## src/rtl/core/tlps_pkg.sv

```systemverilog
// Package for the three-level priority scheduler with aging.
// Holds sizes, level and command codes, and register indexes used by the core, the checker and the testbench.
// No dependencies.
package tlps_pkg;

   localparam int NUM_PROCS = 64;
   localparam int NUM_Q     = 3;
   localparam int PID_W     = 6;
   localparam int LVL_W     = 2;
   localparam int CD_W      = 8;
   localparam int CNT_W     = $clog2(NUM_PROCS + 1);
   localparam int IDX_W     = (NUM_PROCS > 2) ? $clog2(NUM_PROCS) : 1;
   localparam int ROW_W     = (IDX_W > 1) ? IDX_W - 1 : 1;
   localparam int ROWS      = 2 ** ROW_W;

   localparam logic [LVL_W-1:0] LVL_LOW  = 2'd0;
   localparam logic [LVL_W-1:0] LVL_MED  = 2'd1;
   localparam logic [LVL_W-1:0] LVL_HIGH = 2'd2;

   localparam logic CMD_READY   = 1'b0;
   localparam logic CMD_RESCHED = 1'b1;

   localparam logic REG_AGING_EN = 1'b0;
   localparam logic REG_QUANTUM  = 1'b1;

   localparam logic [CD_W-1:0] QUANTUM_RST = 8'd10;

endpackage

```

## src/rtl/core/tlps_ram.sv

```systemverilog
// Generic single-write, single-read RAM with registered read (read-first).
// Depends on nothing; used for the scheduler's queue banks.
module tlps_ram #(
   parameter int WIDTH = 8,
   parameter int DEPTH = 2
) (
   input  logic                     clock,
   input  logic                     wr_en,
   input  logic [$clog2(DEPTH)-1:0] wr_addr,
   input  logic [WIDTH-1:0]         wr_data,
   input  logic [$clog2(DEPTH)-1:0] rd_addr,
   output logic [WIDTH-1:0]         rd_data
);

   logic [WIDTH-1:0] mem_ff [DEPTH];
   logic [WIDTH-1:0] rd_data_ff;

   always_ff @(posedge clock) begin
      if (wr_en) begin
         mem_ff[wr_addr] <= wr_data;
      end
      rd_data_ff <= mem_ff[rd_addr];
   end

   assign rd_data = rd_data_ff;

endmodule

```

## src/rtl/core/three_level_priority_scheduler_aging_top.sv

```systemverilog
// Three-level ready-queue scheduler with aging: top level with queue banks and CSR port.
// Each response beat is registered and shows in the cycle after its request is accepted.
// Throughput: one beat per cycle unless stalled; queue logic precedes the result register.
// Each queue is two interleaved RAM banks so two pushes land in one cycle.
// Reset clears counts, heads, cur id; countdowns, quantum load 10, aging on; RAM not cleared.
// Depends on tlps_pkg and tlps_ram.
module three_level_priority_scheduler_aging_top
   import tlps_pkg::*;
(
   input  logic        clock,
   input  logic        reset,
   input  logic        req_tvalid,
   output logic        req_tready,
   input  logic [15:0] req_tdata,   // [5:0] pid, [7:6] priority_req, [8] current_runs, rest 0
   input  logic        req_tuser,   // [0] cmd
   output logic        rsp_tvalid,
   input  logic        rsp_tready,
   output logic [7:0]  rsp_tdata,   // [5:0] next_pid, [6] none_ready, [7] overflow
   input  logic        csr_psel,
   input  logic        csr_penable,
   input  logic        csr_pwrite,
   input  logic [2:0]  csr_paddr,
   input  logic [31:0] csr_pwdata,
   output logic [31:0] csr_prdata,
   output logic        csr_pready
);

   typedef struct packed {
      logic [CNT_W-1:0]            cnt;
      logic [IDX_W-1:0]            head;
      logic [PID_W-1:0]            front;
      logic [1:0]                  nwr;
      logic [1:0][IDX_W-1:0]       wpos;
      logic [1:0][PID_W-1:0]       wval;
   } qwork_type;

   localparam logic [CNT_W-1:0] CNT_FULL = CNT_W'(NUM_PROCS);

   function automatic logic q_full(qwork_type q);
      return q.cnt >= CNT_FULL;
   endfunction

   function automatic qwork_type q_push(qwork_type q, logic [PID_W-1:0] v);
      qwork_type r;
      r = q;
      if (r.cnt == '0) begin
         r.front = v;
      end
      r.wpos[r.nwr[0]] = r.head + IDX_W'(r.cnt);
      r.wval[r.nwr[0]] = v;
      r.nwr = r.nwr + 2'd1;
      r.cnt = r.cnt + CNT_W'(1);
      return r;
   endfunction

   function automatic qwork_type q_pop(qwork_type q);
      qwork_type r;
      r = q;
      r.head = r.head + IDX_W'(1);
      r.cnt = r.cnt - CNT_W'(1);
      return r;
   endfunction

   logic                 req_fire;
   logic                 csr_wr;
   logic                 aging_ff, aging_in;
   logic [CD_W-1:0]      quantum_ff, quantum_in;
   logic [CD_W-1:0]      med_cd_ff, med_cd_in;
   logic [CD_W-1:0]      low_cd_ff, low_cd_in;
   logic [PID_W-1:0]     cur_ff, cur_in;
   logic [CNT_W-1:0]     cnt_ff [NUM_Q];
   logic [IDX_W-1:0]     head_ff [NUM_Q];
   logic [IDX_W-1:0]     head_in [NUM_Q];
   logic                 hit_ff [NUM_Q];
   logic                 hit_in [NUM_Q];
   logic [PID_W-1:0]     byp_ff [NUM_Q];
   logic [PID_W-1:0]     byp_in [NUM_Q];
   logic [PID_W-1:0]     head_val [NUM_Q];
   logic [PID_W-1:0]     rd_data [NUM_Q][2];
   logic                 wr_en [NUM_Q][2];
   logic [ROW_W-1:0]     wr_addr [NUM_Q][2];
   logic [PID_W-1:0]     wr_data [NUM_Q][2];
   qwork_type            q [NUM_Q];
   logic                 rsp_valid_ff;
   logic [7:0]           rsp_data_ff, rsp_data_in;
   logic [LVL_W-1:0]     lvl;
   logic                 none_ready;
   logic                 overflow;
   logic [PID_W-1:0]     mv;

   assign req_fire   = req_tvalid && req_tready;
   assign req_tready = !rsp_valid_ff || rsp_tready;
   assign rsp_tvalid = rsp_valid_ff;
   assign rsp_tdata  = rsp_data_ff;

   // CSR port
   assign csr_pready = 1'b1;
   assign csr_wr     = csr_psel && csr_penable && csr_pwrite && csr_pready;
   assign csr_prdata = (csr_paddr[2] == REG_QUANTUM) ? {24'd0, quantum_ff} : {31'd0, aging_ff};

   always_comb begin
      aging_in   = aging_ff;
      quantum_in = quantum_ff;
      if (csr_wr) begin
         case (csr_paddr[2])
            REG_AGING_EN: aging_in   = csr_pwdata[0];
            REG_QUANTUM:  quantum_in = csr_pwdata[CD_W-1:0];
            default:      aging_in   = aging_ff;
         endcase
      end
   end

   // queue head values: RAM read of last head, with same-edge write bypass
   always_comb begin
      for (int i = 0; i < NUM_Q; i++) begin
         head_val[i] = hit_ff[i] ? byp_ff[i] : rd_data[i][head_ff[i][0]];
      end
   end

   // scheduling step
   always_comb begin
      for (int i = 0; i < NUM_Q; i++) begin
         q[i].cnt   = cnt_ff[i];
         q[i].head  = head_ff[i];
         q[i].front = head_val[i];
         q[i].nwr   = 2'd0;
         q[i].wpos  = '0;
         q[i].wval  = '0;
      end
      med_cd_in  = med_cd_ff;
      low_cd_in  = low_cd_ff;
      cur_in     = cur_ff;
      none_ready = 1'b0;
      overflow   = 1'b0;
      mv         = '0;
      lvl        = (req_tdata[7:6] == LVL_LOW) ? LVL_LOW :
                   (req_tdata[7:6] == LVL_MED) ? LVL_MED : LVL_HIGH;

      if (req_tuser == CMD_READY) begin
         if (q_full(q[lvl])) begin
            overflow = 1'b1;
         end else begin
            q[lvl] = q_push(q[lvl], req_tdata[5:0]);
         end
      end else begin
         if (aging_ff) begin
            med_cd_in = med_cd_ff - CD_W'(1);
            if (med_cd_in == '0) begin
               med_cd_in = quantum_ff;
               low_cd_in = low_cd_ff - CD_W'(1);
               if (q[LVL_MED].cnt != '0 && !q_full(q[LVL_HIGH])) begin
                  mv          = q[LVL_MED].front;
                  q[LVL_MED]  = q_pop(q[LVL_MED]);
                  q[LVL_HIGH] = q_push(q[LVL_HIGH], mv);
               end
            end
            if (low_cd_in == '0) begin
               low_cd_in = quantum_ff;
               if (q[LVL_LOW].cnt != '0 && !q_full(q[LVL_MED])) begin
                  mv         = q[LVL_LOW].front;
                  q[LVL_LOW] = q_pop(q[LVL_LOW]);
                  q[LVL_MED] = q_push(q[LVL_MED], mv);
               end
            end
         end
         if (req_tdata[8]) begin
            if (q_full(q[lvl])) begin
               overflow = 1'b1;
            end else begin
               q[lvl] = q_push(q[lvl], cur_ff);
            end
         end
         if (q[LVL_HIGH].cnt != '0) begin
            cur_in      = q[LVL_HIGH].front;
            q[LVL_HIGH] = q_pop(q[LVL_HIGH]);
         end else if (q[LVL_MED].cnt != '0) begin
            cur_in     = q[LVL_MED].front;
            q[LVL_MED] = q_pop(q[LVL_MED]);
         end else if (q[LVL_LOW].cnt != '0) begin
            cur_in     = q[LVL_LOW].front;
            q[LVL_LOW] = q_pop(q[LVL_LOW]);
         end else begin
            none_ready = 1'b1;
         end
      end
      rsp_data_in = {overflow, none_ready, cur_in};
   end

   // bank writes, read addresses and bypass
   always_comb begin
      for (int i = 0; i < NUM_Q; i++) begin
         head_in[i] = req_fire ? q[i].head : head_ff[i];
         hit_in[i]  = 1'b0;
         byp_in[i]  = q[i].wval[0];
         for (int b = 0; b < 2; b++) begin
            wr_en[i][b]   = 1'b0;
            wr_addr[i][b] = '0;
            wr_data[i][b] = '0;
         end
         for (int k = 0; k < 2; k++) begin
            if (req_fire && q[i].nwr > 2'(k)) begin
               wr_en[i][q[i].wpos[k][0]]   = 1'b1;
               wr_addr[i][q[i].wpos[k][0]] = ROW_W'(q[i].wpos[k] >> 1);
               wr_data[i][q[i].wpos[k][0]] = q[i].wval[k];
               if (q[i].wpos[k] == q[i].head) begin
                  hit_in[i] = 1'b1;
                  byp_in[i] = q[i].wval[k];
               end
            end
         end
      end
   end

   for (genvar gi = 0; gi < NUM_Q; gi++) begin : g_queue
      for (genvar gb = 0; gb < 2; gb++) begin : g_bank
         tlps_ram #(
            .WIDTH (PID_W),
            .DEPTH (ROWS)
         ) u_bank (
            .clock   (clock),
            .wr_en   (wr_en[gi][gb]),
            .wr_addr (wr_addr[gi][gb]),
            .wr_data (wr_data[gi][gb]),
            .rd_addr (ROW_W'(head_in[gi] >> 1)),
            .rd_data (rd_data[gi][gb])
         );
      end
   end

   always_ff @(posedge clock) begin
      if (reset) begin
         aging_ff     <= 1'b1;
         quantum_ff   <= QUANTUM_RST;
         med_cd_ff    <= QUANTUM_RST;
         low_cd_ff    <= QUANTUM_RST;
         cur_ff       <= '0;
         rsp_valid_ff <= 1'b0;
         for (int i = 0; i < NUM_Q; i++) begin
            cnt_ff[i]  <= '0;
            head_ff[i] <= '0;
            hit_ff[i]  <= 1'b0;
         end
      end else begin
         aging_ff   <= aging_in;
         quantum_ff <= quantum_in;
         for (int i = 0; i < NUM_Q; i++) begin
            head_ff[i] <= head_in[i];
            hit_ff[i]  <= hit_in[i];
         end
         if (req_fire) begin
            med_cd_ff <= med_cd_in;
            low_cd_ff <= low_cd_in;
            cur_ff    <= cur_in;
            for (int i = 0; i < NUM_Q; i++) begin
               cnt_ff[i] <= q[i].cnt;
            end
         end
         if (req_fire) begin
            rsp_valid_ff <= 1'b1;
         end else if (rsp_tready) begin
            rsp_valid_ff <= 1'b0;
         end
      end
   end

   always_ff @(posedge clock) begin
      for (int i = 0; i < NUM_Q; i++) begin
         byp_ff[i] <= byp_in[i];
      end
      if (req_fire) begin
         rsp_data_ff <= rsp_data_in;
      end
   end

   a_cnt_bound: assert property (@(posedge clock) disable iff (reset)
      cnt_ff[0] <= CNT_FULL && cnt_ff[1] <= CNT_FULL && cnt_ff[2] <= CNT_FULL)
      else $error("queue count above capacity");

   a_none_empty: assert property (@(posedge clock) disable iff (reset)
      ($past(req_fire) && !$past(reset) && rsp_tdata[6]) |->
      (cnt_ff[0] == '0 && cnt_ff[1] == '0 && cnt_ff[2] == '0))
      else $error("none_ready with a nonempty queue");

   a_ready_keeps_cur: assert property (@(posedge clock) disable iff (reset)
      ($past(req_fire) && !$past(reset) && $past(req_tuser) == CMD_READY) |->
      cur_ff == $past(cur_ff))
      else $error("ready command changed the current process");

endmodule

```

## config.mk

```make
export PLATFORM = sky130hd
export DESIGN_NAME = three_level_priority_scheduler_aging_top
export DESIGN_NICKNAME = d
export VERILOG_FILES = /design/src/rtl/core/tlps_pkg.sv /design/src/rtl/core/tlps_ram.sv /design/src/rtl/core/three_level_priority_scheduler_aging_top.sv
export SDC_FILE = /design/constraint.sdc
export NUM_CORES = 2
export LEC_CHECK = 0
export BUFFER_PORTS_ARGS = -buffer_cell sky130_fd_sc_hd__buf_2
export CAP_MARGIN = 20
export CORE_ASPECT_RATIO = 1.4
export CORE_MARGIN = 1
export CORE_UTILIZATION = 55
export CTS_CLUSTER_SIZE = 25
export DETAILED_ROUTE_END_ITERATION = 10
export MAX_ROUTING_LAYER = met4
export PLACE_DENSITY = 0.86
export SYNTH_ARGS = -nofsm -noshare
export SYNTH_HDL_FRONTEND = slang
export SYNTH_SLANG_ARGS = --single-unit
```

## constraint.sdc

```tcl
create_clock -name clock -period 6.6 [get_ports clock]
set_input_delay 0.33 -clock clock [delete_from_list [all_inputs] [get_ports clock]]
set_output_delay 0.33 -clock clock [all_outputs]
set_load 0.02 [all_outputs]
```

# Yosys cells after proc, flatten, opt, wreduce, memory -nomap -nowiden

Memory sizes are Yosys's and may differ from the RTL's. A register that Yosys moved wholly into a read port is not among the register bits.
Cells that the tools add are included.

Register bits: 40
Memory bits (writable): 1212
Input port bits: 59
Output and inout port bits: 43
Word-level logic and storage cells: 341
Memories kept: 10

$add $sub $neg: 23
$lt $le $gt $ge: 33
Eq/ne operators: 7
Mux-type cells: 188
Bitwise gates (word level): 30
Reductions and logical operators: 42

Memories:

| name                               | depth | bits a word | read ports | clocked after memory_dff | write ports | RTL line       | source |
|---|---|---|---|---|---|---|---|
| g_queue[0].g_bank[0].u_bank.mem_ff | 32    | 6           | 1          | 1                        | 1           | tlps_ram.sv:15 | `logic [WIDTH-1:0] mem_ff [DEPTH];` |
| g_queue[0].g_bank[1].u_bank.mem_ff | 32    | 6           | 1          | 1                        | 1           | tlps_ram.sv:15 |  |
| g_queue[1].g_bank[0].u_bank.mem_ff | 32    | 6           | 1          | 1                        | 1           | tlps_ram.sv:15 |  |
| g_queue[1].g_bank[1].u_bank.mem_ff | 32    | 6           | 1          | 1                        | 1           | tlps_ram.sv:15 |  |
| g_queue[2].g_bank[0].u_bank.mem_ff | 32    | 6           | 1          | 1                        | 1           | tlps_ram.sv:15 |  |
| g_queue[2].g_bank[1].u_bank.mem_ff | 32    | 6           | 1          | 1                        | 1           | tlps_ram.sv:15 |  |
| +4 memories                        | n/a   | n/a         | n/a        | n/a                      | n/a         | n/a            |  |

Operators by type and width:

| kind                                                               | count |
|---|---|
| 135-bit 2-to-1 mux                                                 | 7 |
| 90-bit 2-to-1 mux                                                  | 7 |
| 45-bit 2-to-1 mux                                                  | 9 |
| 6-bit 2-to-1 mux                                                   | 46 |
| 135-bit bitwise mux                                                | 2 |
| 45-bit binary-select mux with 2-bit select                         | 2 |
| 12-bit bitwise mux                                                 | 9 |
| 45-bit demux with 2-bit select                                     | 1 |
| 12-bit 2-to-1 mux                                                  | 6 |
| 10-bit 2-to-1 mux                                                  | 6 |
| 6-bit demux with 1-bit select                                      | 9 |
| 8-bit 2-to-1 mux                                                   | 6 |
| 1-bit 2-to-1 mux                                                   | 46 |
| 12-bit bitwise AND                                                 | 3 |
| 6-bit equality test                                                | 6 |
| 7-bit nonzero test                                                 | 5 |
| 7-bit by 1-bit subtractor with 7-bit output, second input constant | 5 |
| 6-bit by 1-bit adder with 6-bit output, second input constant      | 5 |
| 10-bit bitwise AND                                                 | 3 |
| 10-bit bitwise mux                                                 | 3 |
| 5-bit demux with 1-bit select                                      | 6 |
| 5-bit 2-to-1 mux                                                   | 6 |
| 7-bit by 1-bit adder with 7-bit output, second input constant      | 4 |
| 7-bit >= comparator, second input constant                         | 4 |
| 29 further kinds                                                   | 117 |

# Longest topological paths before layout

An unclocked memory read counts as a cell.

Word-level depth: 47
Depth in mapped cells: 35
Depth with buffers taken out: 27

# By module

A second synthesis with hierarchy kept.

Cell total of the unflattened synthesis: 3703
Area total of the unflattened synthesis: 58130.8 µm²

Modules (own cells, without submodules):

| module                                   | instances | cells an instance | area each (µm²) | sequential area each (µm²) |
|---|---|---|---|---|
| tlps_ram                                 | 6         | 323               | 7589.8          | 5885.6 |
| three_level_priority_scheduler_aging_top | 1         | 1765              | 12592.1         | 2292.2 |

# Worst setup path after synthesis

OpenSTA, ideal clock, no wires.

Kind: reg2reg
Start: register med_cd_ff[0]
End: register g_queue[0].g_bank[0].u_bank.rd_data_ff[2] (read register of g_queue[0].g_bank[0].u_bank.mem_ff)
Setup time: 0.134 ns
Arrival: 6.667 ns
Setup slack: -0.200 ns
Stages on the path, launching flop included: 32
Clock period less this slack: 6.800 ns
Path through: dfxtp_1 > buf_2 > inv_1 > ha_1 > nand2_1 > nor4_4 > o311ai_1 > clkbuf_1 > clkbuf_1 > nor2_1 > xnor2_1 > inv_1 > ha_1 > mux2_1 > o221a_2 > inv_2 > xnor2_1 > o21ai_0 > ha_1 > inv_1 > a211oi_1 > nand3_1 > or4_1 > buf_2 > nor3_4 > o31a_4 > buf_12 > buf_8 > buf_2 > mux4_2 > a32oi_1 > o211ai_1

Cells in the longest elaborated chain, start to end: 26

RTL lines:

| item                                                                           | RTL line                                        | source |
|---|---|---|
| start: declaration                                                             | three_level_priority_scheduler_aging_top.sv:68  | `logic [CD_W-1:0] med_cd_ff, med_cd_in;` |
| start signal: assignment                                                       | three_level_priority_scheduler_aging_top.sv:251 | `med_cd_ff <= med_cd_in;` |
| 8-bit by 1-bit subtractor with 8-bit output *                                  | three_level_priority_scheduler_aging_top.sv:147 | `med_cd_in = med_cd_ff - CD_W'(1);` |
| 8-bit logical NOT *                                                            | three_level_priority_scheduler_aging_top.sv:148 | `if (med_cd_in == '0) begin` |
| 90-bit 2-to-1 mux                                                              | three_level_priority_scheduler_aging_top.sv:148 |  |
| 90-bit 2-to-1 mux                                                              | three_level_priority_scheduler_aging_top.sv:146 | `if (aging_ff) begin` |
| 90-bit 2-to-1 mux                                                              | three_level_priority_scheduler_aging_top.sv:139 | `if (req_tuser == CMD_READY) begin` |
| 7-bit >= comparator                                                            | three_level_priority_scheduler_aging_top.sv:40  | `return q.cnt >= CNT_FULL;` |
| 1-bit logical NOT                                                              | three_level_priority_scheduler_aging_top.sv:159 | `if (q[LVL_LOW].cnt != '0 && !q_full(q[LVL_MED])) begin` |
| 1-bit logical AND                                                              | three_level_priority_scheduler_aging_top.sv:159 |  |
| [... 8 more ...]                                                               | n/a                                             |  |
| 135-bit bitwise mux                                                            | three_level_priority_scheduler_aging_top.sv:170 | `q[lvl] = q_push(q[lvl], cur_ff);` |
| 135-bit 2-to-1 mux                                                             | three_level_priority_scheduler_aging_top.sv:167 | `if (q_full(q[lvl])) begin` |
| 135-bit 2-to-1 mux *                                                           | three_level_priority_scheduler_aging_top.sv:166 | `if (req_tdata[8]) begin` |
| 135-bit 2-to-1 mux *                                                           | three_level_priority_scheduler_aging_top.sv:139 |  |
| branches (longest 3 deep; another with 6-bit by 1-bit adder with 6-bit output) | n/a                                             |  |
| 90-bit 2-to-1 mux *                                                            | three_level_priority_scheduler_aging_top.sv:173 | `if (q[LVL_HIGH].cnt != '0) begin` |
| 135-bit 2-to-1 mux *                                                           | three_level_priority_scheduler_aging_top.sv:139 |  |
| 6-bit 2-to-1 mux *                                                             | three_level_priority_scheduler_aging_top.sv:192 | `head_in[i] = req_fire ? q[i].head : head_ff[i];` |
| end: declaration                                                               | tlps_ram.sv:16                                  | `logic [WIDTH-1:0] rd_data_ff;` |

Mark *: on every way between the ends. The select of a mux whose other input is x is not followed.
A chain may end at the register's enable or synchronous reset.

# Final worst setup path

Start: register med_cd_ff[1]
End: register g_queue[1].g_bank[0].u_bank.rd_data_ff[3] (read register of g_queue[1].g_bank[0].u_bank.mem_ff)

Cells in the longest elaborated chain, start to end: 25

RTL lines:

| item                                                                           | RTL line |
|---|---|
| 8-bit by 1-bit subtractor with 8-bit output *                                  | three_level_priority_scheduler_aging_top.sv:147 |
| 8-bit logical NOT *                                                            | three_level_priority_scheduler_aging_top.sv:148 |
| 90-bit 2-to-1 mux                                                              | three_level_priority_scheduler_aging_top.sv:148 |
| 90-bit 2-to-1 mux                                                              | three_level_priority_scheduler_aging_top.sv:146 |
| 90-bit 2-to-1 mux                                                              | three_level_priority_scheduler_aging_top.sv:139 |
| 7-bit >= comparator                                                            | three_level_priority_scheduler_aging_top.sv:40 |
| 1-bit logical NOT                                                              | three_level_priority_scheduler_aging_top.sv:159 |
| 1-bit logical AND                                                              | three_level_priority_scheduler_aging_top.sv:159 |
| [... 8 more ...]                                                               | n/a |
| 135-bit bitwise mux                                                            | three_level_priority_scheduler_aging_top.sv:170 |
| 135-bit 2-to-1 mux                                                             | three_level_priority_scheduler_aging_top.sv:167 |
| 135-bit 2-to-1 mux *                                                           | three_level_priority_scheduler_aging_top.sv:166 |
| 135-bit 2-to-1 mux *                                                           | three_level_priority_scheduler_aging_top.sv:139 |
| branches (longest 2 deep; another with 6-bit by 1-bit adder with 6-bit output) | n/a |
| 90-bit 2-to-1 mux *                                                            | three_level_priority_scheduler_aging_top.sv:173 |
| 135-bit 2-to-1 mux *                                                           | three_level_priority_scheduler_aging_top.sv:139 |
| 6-bit 2-to-1 mux *                                                             | three_level_priority_scheduler_aging_top.sv:192 |
| end: declaration                                                               | tlps_ram.sv:16 |

Marks and branches as above.

==> impl_metrics.csv <==
group,metric,value,unit
global_route,wire_length_of_the_first_global_routing_pass,278000,um
flow_run,max_cap_viol_count,0,
critical_path,timing.setup.critical_path_class,"reg -> reg",
global_route,grt_use_total,34.3,%
route,post_drt_wl_per_cell,26.6,um
cts,clk_path_buf_depth,3,
route,wl_met1,62900,um
die,core-area,109000,um^2
layout,drive_above_1_share,26.4,%
synthesis,postSynth.asyncResetShare,0,%
timing,final-setup-viol-count,7,
timing,final.hold.worst_slack,48.4,ps
place,weighted_congestion_at_the_end_of_routability_driven_global_placement,1.02,
cts,clockRootBuffer,"clkbuf_16",
status,failing_checks,"negative setup slack",
timing,final.setup_skew,77.1,ps
place,numPortBuffers,43,
layout,fin_nets,5831,
synthesis,yosysWarnings,0,
die,floorplan.die.width,282,um
timing,finalWorstPathRequiredPeriod,6790,ps
route,ant_nets,0,
route,dr.max_layer_used,"met4",
cts,clock_insertion_delay_worst_skew,800,ps
synthesis,netlist_area_before_placement,60500,um^2
synthesis,yosys.cell_types.count,112,
cts,cts_buffers,113,
route,vias_per_cell,6.50,
layout,area.growth.synth_to_final,23.2,%
global_route,number_of_antenna_violations_at_the_first_check_in_global_routing,0,
pwr,leakagePower,25.8,nW
pwr,design_power_total,17.4,mW
pwr,ir_worst_vdd,252,uV
route,route.vias.total,47321,
route,met3WireLength,17500,um
global_route,grt_overflow,0,
cts,clk_pin_slew_worst_paths,70,ps
synthesis,yosysSeqAreaShare,62.2,%
status,result_of_the_run,"finished, violations left",
timing,max_slew_margin,27.6,%
critical_path,worstSetupStartpointType,"flip-flop",
route,detail_route.iter0.violations,5634,
global_route,first_global_vias,46891,
critical_path,worstPathMaxFanout,13,
timing,maxClockFrequency,0.147,GHz
synthesis,synth_edf_count,1181,
route,drc,0,
die,die_height,394,um
critical_path,cpPeakStageDelay,530,ps
die,fp-row-count,143,
timing,min_period_over_period,103,%
timing,hold_viol,0,
critical_path,worst-endpoint-arrival,7410,ps
critical_path,cpMaxStageDelayCell,"or4_4",
timing,grt_setup_unrepaired,"true",
timing,worst_pin_slew,1070,ps
route,dr_wl_met2,96600,um
min_path,min-delay-path-class,"in -> reg",
die,initial_core_util,55.6,%
die,io_pins,102,
synthesis,syn-instance-count,4981,
die,die_area,111000,um^2
layout,final_cell_count_no_fill,7279,
route,first_pass_iters,8,
pwr,power_per_cell_area,233,nW/um^2
synthesis,postSynth.topFlopCell,"edfxtp_1",
timing,fin_setup_tns,-424,ps
timing,final.setup.worst_slack,-186,ps
cts,htreeDepth,3,
critical_path,critical_path_required,7230,ps
cts,tritoncts_num_sinks,1288,
cts,tritoncts,"done",
route,wirelength,194000,um
global_route,grt_max_degree,54,
place,dp_hpwl,129000,um
synthesis,synth_area_per_cell,12.1,um^2
place,placed_cells_incl_taps,6975,
timing,timing.final.max_slew_violations,0,
critical_path,critPathCaptureType,"flip-flop",
synthesis,postSynthRegisterBits,1288,
-- registers in the layout (all words and copies together), names as in the netlist --
signal	flops
med_cd_ff	8
head_ff	18
quantum_ff	8
g_queue.g_bank.u_bank.mem_ff	1152
low_cd_ff	8
aging_ff	1
byp_ff	18
g_queue.g_bank.u_bank.rd_data	36
hit_ff	3
rsp_tvalid	1
cur_ff	6
rsp_tdata	8
cnt_ff	21
-- critical path: cells and delay by family (launching register included) --
family / cells / cell delay (ps)
adders and majority gates: 2 / 350
muxes: 2 / 560
and+or+nand+nor: 5 / 1550
DFF: 1 / 350
buffers and inverters: 9 / 1230
AOI/OAI and AO/OA: 11 / 2330
xor gates and xnor gates: 2 / 270
-- metal layers --
metal	vias to the layer above	global-route usage [%]
met1	22752	36.5
li1	20279	-
met4	0	24.5
met5	-	-
met3	1049	5.67
met2	3241	57.7
-- placed cells by master (no fill, tap or decap), types with 41 or more instances in the layout --
cell	count
a21oi_1	191
nor2_1	380
nand2_1	713
or3_1	43
o21ai_0	98
edfxtp_1	1181
a211oi_1	89
nor2_2	47
xor2_1	41
nand3_1	127
buf_2	43
and2_1	90
nor3_1	52
o221ai_1	59
inv_1	43
xnor2_1	89
o22ai_1	45
buf_12	52
mux2i_1	290
mux4_2	60
clkbuf_16	121
buf_4	819
a221oi_1	69
a31oi_1	75
a22oi_1	70
dfxtp_1	105
-- logic make-up after synthesis --
group / count (synthesis) / share of synthesized area [%]
and+or+nand+nor: 1695 / 12.6
xor gates and xnor gates: 146 / 2.11
buffers and inverters: 420 / 3.12
other: 2 / 0.0124
muxes: 371 / 7.43
DFF: 1288 / 62.2
adders and majority gates: 44 / 0.960
AOI/OAI and AO/OA: 1015 / 11.6
-- stage by stage --
stage	utilization, %	area, um^2	worst slack, ps
after floorplan	-	60600	34.6
after global placement	62.7	68200	-294
after detailed placement	62.7	68200	-353
after CTS	66.8	72700	3.84
after global routing	68.5	74500	-267
final	68.5	74500	-186
-- final cells by class --
class | count | area [um^2]
diodes | 2 | 5.00
clock buffers | 147 | 3040
clock inverters | 67 | 731
fillers | 7046 | 34300
inverters | 51 | 191
multi-input cells | 3296 | 22800
flip-flops and latches | 1288 | 37600
well taps | 1450 | 1810
repair buffers | 978 | 8280
-- final timing paths --
kind	from	to	slack (ps)	depth (start not counted)
worst max-delay path	med_cd_ff[1]	g_queue[1].g_bank[0].u_bank.rd_data[3]	-190	31
worst min-delay path	req_tdata[8]	rsp_tdata[7]	50	2
worst max register to register	med_cd_ff[1]	g_queue[1].g_bank[0].u_bank.rd_data[3]	-190	31
worst min register to register	quantum_ff[0]	quantum_ff[0]	510	2
-- what timing repair did --
action	in CTS	in global routing
endpoints found under the hold margin	15	0
pin swaps	24	71
resized for setup	70	286
hold buffers	17	0
buffers inserted	21	42
gates cloned	1	8
setup endpoints to repair	815	1193
-- synth_stat cells (all sizes together) (81+ instances only) --
cell / instances / share of area (%)
mux2i: 302 / 5.0
a21oi: 204 / 1.7
a31oi: 81 / 0.84
nand3: 131 / 1.1
edfxtp: 1181 / 59
and2: 91 / 0.94
o21ai: 147 / 1.2
dfxtp: 107 / 3.5
clkbuf: 228 / 1.4
buf: 141 / 1.4
xnor2: 100 / 1.4
nor2: 434 / 2.7
a211oi: 95 / 1.2
nand2: 738 / 4.6
-- power by group --
| part | leakage, nW | total, mW | switching (mW) | internal [mW] |
|---|---|---|---|---|
| Clock | 1.84 | 6.73 | 3.09 | 3.64 |
| Sequential | 11.1 | 8.91 | 0.0681 | 8.84 |
| Combinational | 12.8 | 1.74 | 1.07 | 0.670 |
No activity file was read; power rests on OpenSTA's default activity.
